===== src/design/tbp_pkg.sv =====
// ----------------------------------------------------------------------------
// Tournament branch predictor package
// Table sizes, shared types and small helper functions.
// ----------------------------------------------------------------------------
package tbp_pkg;

  localparam int unsigned MAX_GLOBAL_BITS   = 12;
  localparam int unsigned MAX_LOCAL_BITS    = 12;
  localparam int unsigned MAX_PC_INDEX_BITS = 12;

  localparam int unsigned PC_W      = 32;
  localparam int unsigned CFG_W     = 4;
  localparam int unsigned CFG_IDX_W = 2;
  localparam int unsigned MASK_W    = 16;
  localparam int unsigned CTR_W     = 2;

  // clear sweep covers the deepest table
  localparam int unsigned CLR_W =
    (MAX_GLOBAL_BITS > MAX_LOCAL_BITS) ?
      ((MAX_GLOBAL_BITS > MAX_PC_INDEX_BITS) ? MAX_GLOBAL_BITS : MAX_PC_INDEX_BITS) :
      ((MAX_LOCAL_BITS > MAX_PC_INDEX_BITS) ? MAX_LOCAL_BITS : MAX_PC_INDEX_BITS);

  localparam logic [CFG_W-1:0] GLOBAL_BITS_RST   = CFG_W'(9);
  localparam logic [CFG_W-1:0] LOCAL_BITS_RST    = CFG_W'(10);
  localparam logic [CFG_W-1:0] PC_INDEX_BITS_RST = CFG_W'(10);

  typedef enum logic [CFG_IDX_W-1:0] {
    CFG_GLOBAL_BITS   = 2'd0,
    CFG_LOCAL_BITS    = 2'd1,
    CFG_PC_INDEX_BITS = 2'd2
  } cfg_idx_e;

  typedef struct packed {
    logic [MAX_GLOBAL_BITS-1:0]   gmask;
    logic [MAX_LOCAL_BITS-1:0]    lmask;
    logic [MAX_PC_INDEX_BITS-1:0] pmask;
  } mask_t;

  typedef struct packed {
    logic             adv;
    logic             clr;
    logic [CLR_W-1:0] clr_addr;
  } ctl_t;

  typedef struct packed {
    logic                       valid;
    logic                       taken;
    logic [MAX_LOCAL_BITS-1:0]  lidx;
    logic [MAX_GLOBAL_BITS-1:0] gidx;
  } s1_t;

  // length 0 acts as 1, lengths above the table size clamp to it
  function automatic logic [MASK_W-1:0] width_mask(input logic [CFG_W-1:0] v,
                                                   input int unsigned max_bits);
    logic [4:0] b;
    b = {1'b0, v};
    if (b == 5'd0) b = 5'd1;
    if (32'(b) > max_bits) b = 5'(max_bits);
    return ~({MASK_W{1'b1}} << b);
  endfunction

  function automatic logic [CTR_W-1:0] sat_move(input logic [CTR_W-1:0] c,
                                                input logic up);
    logic [CTR_W-1:0] r;
    r = c;
    if (up) begin
      if (c != {CTR_W{1'b1}}) r = c + CTR_W'(1);
    end else begin
      if (c != {CTR_W{1'b0}}) r = c - CTR_W'(1);
    end
    return r;
  endfunction

endpackage


===== src/design/tbp_cfg.sv =====
// ----------------------------------------------------------------------------
// Tournament branch predictor configuration registers
// Holds the history and index lengths as ready-made bit masks.
// ----------------------------------------------------------------------------
module tbp_cfg (
  input  logic                           clk_i,
  input  logic                           rst_ni,
  input  logic                           cfg_we_i,
  input  logic [tbp_pkg::CFG_IDX_W-1:0]  cfg_idx_i,
  input  logic [tbp_pkg::CFG_W-1:0]      cfg_data_i,
  output tbp_pkg::mask_t                 mask_o
);

  localparam int unsigned GW = tbp_pkg::MAX_GLOBAL_BITS;
  localparam int unsigned LW = tbp_pkg::MAX_LOCAL_BITS;
  localparam int unsigned PW = tbp_pkg::MAX_PC_INDEX_BITS;

  localparam logic [tbp_pkg::MASK_W-1:0] GMaskRst =
    tbp_pkg::width_mask(tbp_pkg::GLOBAL_BITS_RST, tbp_pkg::MAX_GLOBAL_BITS);
  localparam logic [tbp_pkg::MASK_W-1:0] LMaskRst =
    tbp_pkg::width_mask(tbp_pkg::LOCAL_BITS_RST, tbp_pkg::MAX_LOCAL_BITS);
  localparam logic [tbp_pkg::MASK_W-1:0] PMaskRst =
    tbp_pkg::width_mask(tbp_pkg::PC_INDEX_BITS_RST, tbp_pkg::MAX_PC_INDEX_BITS);

  logic [tbp_pkg::MASK_W-1:0] gmask_new;
  logic [tbp_pkg::MASK_W-1:0] lmask_new;
  logic [tbp_pkg::MASK_W-1:0] pmask_new;
  tbp_pkg::mask_t             mask_q;

  assign gmask_new = tbp_pkg::width_mask(cfg_data_i, tbp_pkg::MAX_GLOBAL_BITS);
  assign lmask_new = tbp_pkg::width_mask(cfg_data_i, tbp_pkg::MAX_LOCAL_BITS);
  assign pmask_new = tbp_pkg::width_mask(cfg_data_i, tbp_pkg::MAX_PC_INDEX_BITS);

  always_ff @(posedge clk_i or negedge rst_ni) begin
    if (!rst_ni) begin
      mask_q.gmask <= GMaskRst[GW-1:0];
      mask_q.lmask <= LMaskRst[LW-1:0];
      mask_q.pmask <= PMaskRst[PW-1:0];
    end else if (cfg_we_i) begin
      unique case (cfg_idx_i)
        tbp_pkg::CFG_GLOBAL_BITS:   mask_q.gmask <= gmask_new[GW-1:0];
        tbp_pkg::CFG_LOCAL_BITS:    mask_q.lmask <= lmask_new[LW-1:0];
        tbp_pkg::CFG_PC_INDEX_BITS: mask_q.pmask <= pmask_new[PW-1:0];
        default: ;
      endcase
    end
  end

  assign mask_o = mask_q;

endmodule


===== config.mk =====
export PLATFORM = sky130hd
export DESIGN_NAME = tbp_cfg
export DESIGN_NICKNAME = d
export VERILOG_FILES = /design/src/design/tbp_pkg.sv /design/src/design/tbp_cfg.sv
export SDC_FILE = /design/constraint.sdc
export NUM_CORES = 1
export LEC_CHECK = 0
export BUFFER_PORTS_ARGS = -buffer_cell sky130_fd_sc_hd__buf_2
export CAP_MARGIN = 40
export CORE_MARGIN = 2
export CORE_UTILIZATION = 46
export DETAILED_ROUTE_END_ITERATION = 10
export GPL_ROUTABILITY_DRIVEN = 1
export PLACE_DENSITY = 0.75
export SYNTH_ARGS = -nofsm -noshare
export SYNTH_HDL_FRONTEND = slang
export SYNTH_SLANG_ARGS = --single-unit

===== constraint.sdc =====
create_clock -name clk_i -period 0.85 [get_ports clk_i]
set_clock_uncertainty 0.2 [all_clocks]
set_input_delay 0.1275 -clock clk_i [delete_from_list [all_inputs] [get_ports clk_i]]
set_output_delay 0.1275 -clock clk_i [all_outputs]
set_load 0.02 [all_outputs]

==> flow_summary.json <==
{
  "status": "complete, but fails checks",
  "failed_checks": "hold timing, setup timing",
  "max_slew_margin_pct": 65.2,
  "clock_sinks": 36,
  "cp-end-kind": "output port",
  "fmax_mhz": 717,
  "setup_viol": 72,
  "drt-pass1-iter-count": 4,
  "ir_drop_v": 0.00138,
  "final_common_cell": "buf_6",
  "wire_per_inst_um": 21.5,
  "overflow": 0,
  "post-route-min-period_ns": 1.40,
  "fin_hold_ws_ns": -0.0108,
  "crit_cells": 1,
  "io_pins": 45,
  "crit_required_ns": 0.52,
  "rows": 21,
  "ys_types": 26,
  "ctsHoldBuffers": 1,
  "r2r_start": "mask_o[9]",
  "route.detailed.drc": 0,
  "grt_usage_pct": 23.1,
  "clock_power_share_pct": 21.7,
  "cts_buffers": 5,
  "total_power_mw": 5.71,
  "final_cell_mix": "buf_6, dfstp_2, mux2_4, buf_4, buf_2",
  "clk_pin_slew_worst_paths_ns": 0.13,
  "rr_endpoint": "mask_o[9]",
  "dp_hpwl_um": 2350,
  "dp_slack_ns": -0.500,
  "wirelength_um": 5080,
  "largest_reg_flops": 36,
  "fillers": 185,
  "synth_fp_nets": 114,
  "tightest_slew_ns": 0.516,
  "grt_first_pass_wirelength_um": 6790,
  "root_buffer": "clkbuf_4",
  "leakage_nw": 1.18,
  "syn_to_final_growth_pct": 64.4,
  "die_w_um": 62.4,
  "core_area_um2": 3310,
  "r2r_slack_ns": -0.31,
  "ys_warn_count": 0,
  "n_antenna_cell": 0,
  "post-route-period-util_pct": 164,
  "p_per_area_nw_per_um2": 2210,
  "worst_setup_path_start_kind": "flop",
  "grt_antenna_before_repair": 0,
  "cts_tree": "done",
  "crit_fanout": 2,
  "vias": 1271,
  "die_h_um": 62.4,
  "crit_end": "mask_o[32]",
  "die_area_um2": 3890,
  "grt_setup_unrepaired": "true",
  "cts.path.max_buffers": 2,
  "viasPerCell": 5.39,
  "path_cells": "buf_6",
  "worst_slack_ns": -0.546,
  "path_buf_inv": 1,
  "clkLatencyLatePin_ns": 0.36,
  "slowest_delay_ns": 0.58,
  "crit_arrival_ns": 1.07,
  "hold_viol_final": 1,
  "crit_family": "flip-flops",
  "r2r_cells": 3,
  "max_cap_viol_count": 0,
  "crit_start": "mask_o[32]",
  "htree_levels": 2,
  "drive_above_1_share_pct": 86.8,
  "seqPwrFrac_pct": 42.1,
  "synth_area_um2": 1570,
  "sw_frac_of_total_pct": 30.6,
  "slowest_stage": "dfstp_2",
  "maxSlewViolCount": 0,
  "syn_area_per_cell_um2": 14.9,
  "io_buffers": 44,
  "syn_inst": 105,
  "gp_congestion": 0.790,
  "internal_power_mw": 3.96,
  "start_util_pct": 47.4,
  "drtIter0Drc": 146,
  "drtAntennaViolNets": 0,
  "synth_seq_area_share_pct": 59.7,
  "critical_path_class": "flop to output port",
  "combPwrFrac_pct": 36.2,
  "ys_ff_latch": 36,
  "grt_max_degree": 37,
  "switchingPower_mw": 1.75,
  "layout.nets": 198,
  "grt_pass1_vias": 1358,
  "min-delay-path-class": "primary input to flop"
}
through the flow:
step	utilization, %	instance area, µm²	hold slack (ns)	instances	setup TNS (ns)
CTS	73.8	2440	-0.0220	226	-22.07
floorplan	-	1610	-0.368	105	-8.72
finish	77.9	2580	-0.0108	236	-23.90
global placement	58.8	1950	-0.106	203	-17.50
global route	77.9	2580	-0.0165	236	-25.93
detailed placement	58.8	1950	-0.101	203	-18.51
how the worst min path moves through the flow:
stage | cells after the start | slack, ns | startpoint | end
2_1_floorplan | 0 | -0.37 | rst_ni | mask_o[10]
3_3_place_gp | 2 | -0.11 | rst_ni | mask_o[23]
3_5_place_dp | 2 | -0.10 | rst_ni | mask_o[23]
4_1_cts | 3 | -0.02 | cfg_data_i[0] | mask_o[22]
5_1_grt | 3 | -0.02 | cfg_we_i | mask_o[4]
6_report | 3 | -0.01 | cfg_data_i[0] | mask_o[22]
logic make-up (layout without fill, tap and decap cells):
group / after synthesis / after routing / synth area share (%)
muxes: 21 / 21 / 18.7
DFF: 36 / 36 / 59.7
buffers and inverters: 14 / 97 / 4.78
AOI/OAI and AO/OA: 18 / 18 / 7.74
and+or+nand+nor: 16 / 18 / 9.09
final cells by class:
class	instances	area (µm²)	area share, %
clock buffers	5	37.5	1.46
repair buffers	80	801	31.1
multi-input cells	57	666	25.8
inverters	9	36.3	1.41
flip-flops and latches	36	938	36.4
well taps	46	57.6	2.23
clock inverters	3	42.5	1.65
power by group through the flow:
| stage | clock network [mW] | registers, mW | logic (mW) |
|---|---|---|---|
| global placement | 0 | 2.30 | 1.22 |
| finish | 1.24 | 2.40 | 2.07 |
| detailed placement | 0 | 2.31 | 1.24 |
| CTS | 1.22 | 2.36 | 1.79 |
| floorplan | 0 | 2.66 | 0.442 |
| global route | 1.35 | 2.43 | 2.15 |
what timing repair did:
action | in CTS | in global routing
pin swaps | 4 | 2
endpoints found under the setup margin | 71 | 72
gates resized for setup | 94 | 24
hold endpoints to repair | 41 | 2
buffers inserted | 12 | 14
gates cloned | 2 | 0
Yosys cell counts (all sizes together):
cell | n | area share, %
a21o | 1 | 0.48
dfrtp | 7 | 11
nand4bb | 1 | 0.72
and2 | 1 | 0.40
buf | 3 | 2.2
and3b | 2 | 1.6
nor3b | 1 | 0.80
mux2 | 21 | 19
a211o | 1 | 0.56
a31o | 1 | 0.56
nand4b | 2 | 1.1
o21ai | 4 | 1.3
a2bb2oi | 3 | 1.7
o22ai | 6 | 2.4
clkbuf | 2 | 0.48
or2 | 4 | 1.6
o21a | 1 | 0.48
inv | 9 | 2.2
dfstp | 29 | 49
nor3 | 1 | 0.32
or3 | 1 | 0.40
a21oi | 1 | 0.32
and4bb | 2 | 1.6
nor4b | 1 | 0.56
per-layer routing:
layer  global-route usage, %  part of all wire [%]  vias to the layer above
met5                       0                     0                        -
met4                    11.9                   3.1                        0
met3                    4.32                   5.8                       23
met2                    40.1                    53                       70
met1                    27.4                    38                      636
li1                        -                     -                      542
Note: power is estimated with default switching activity, not from simulation.
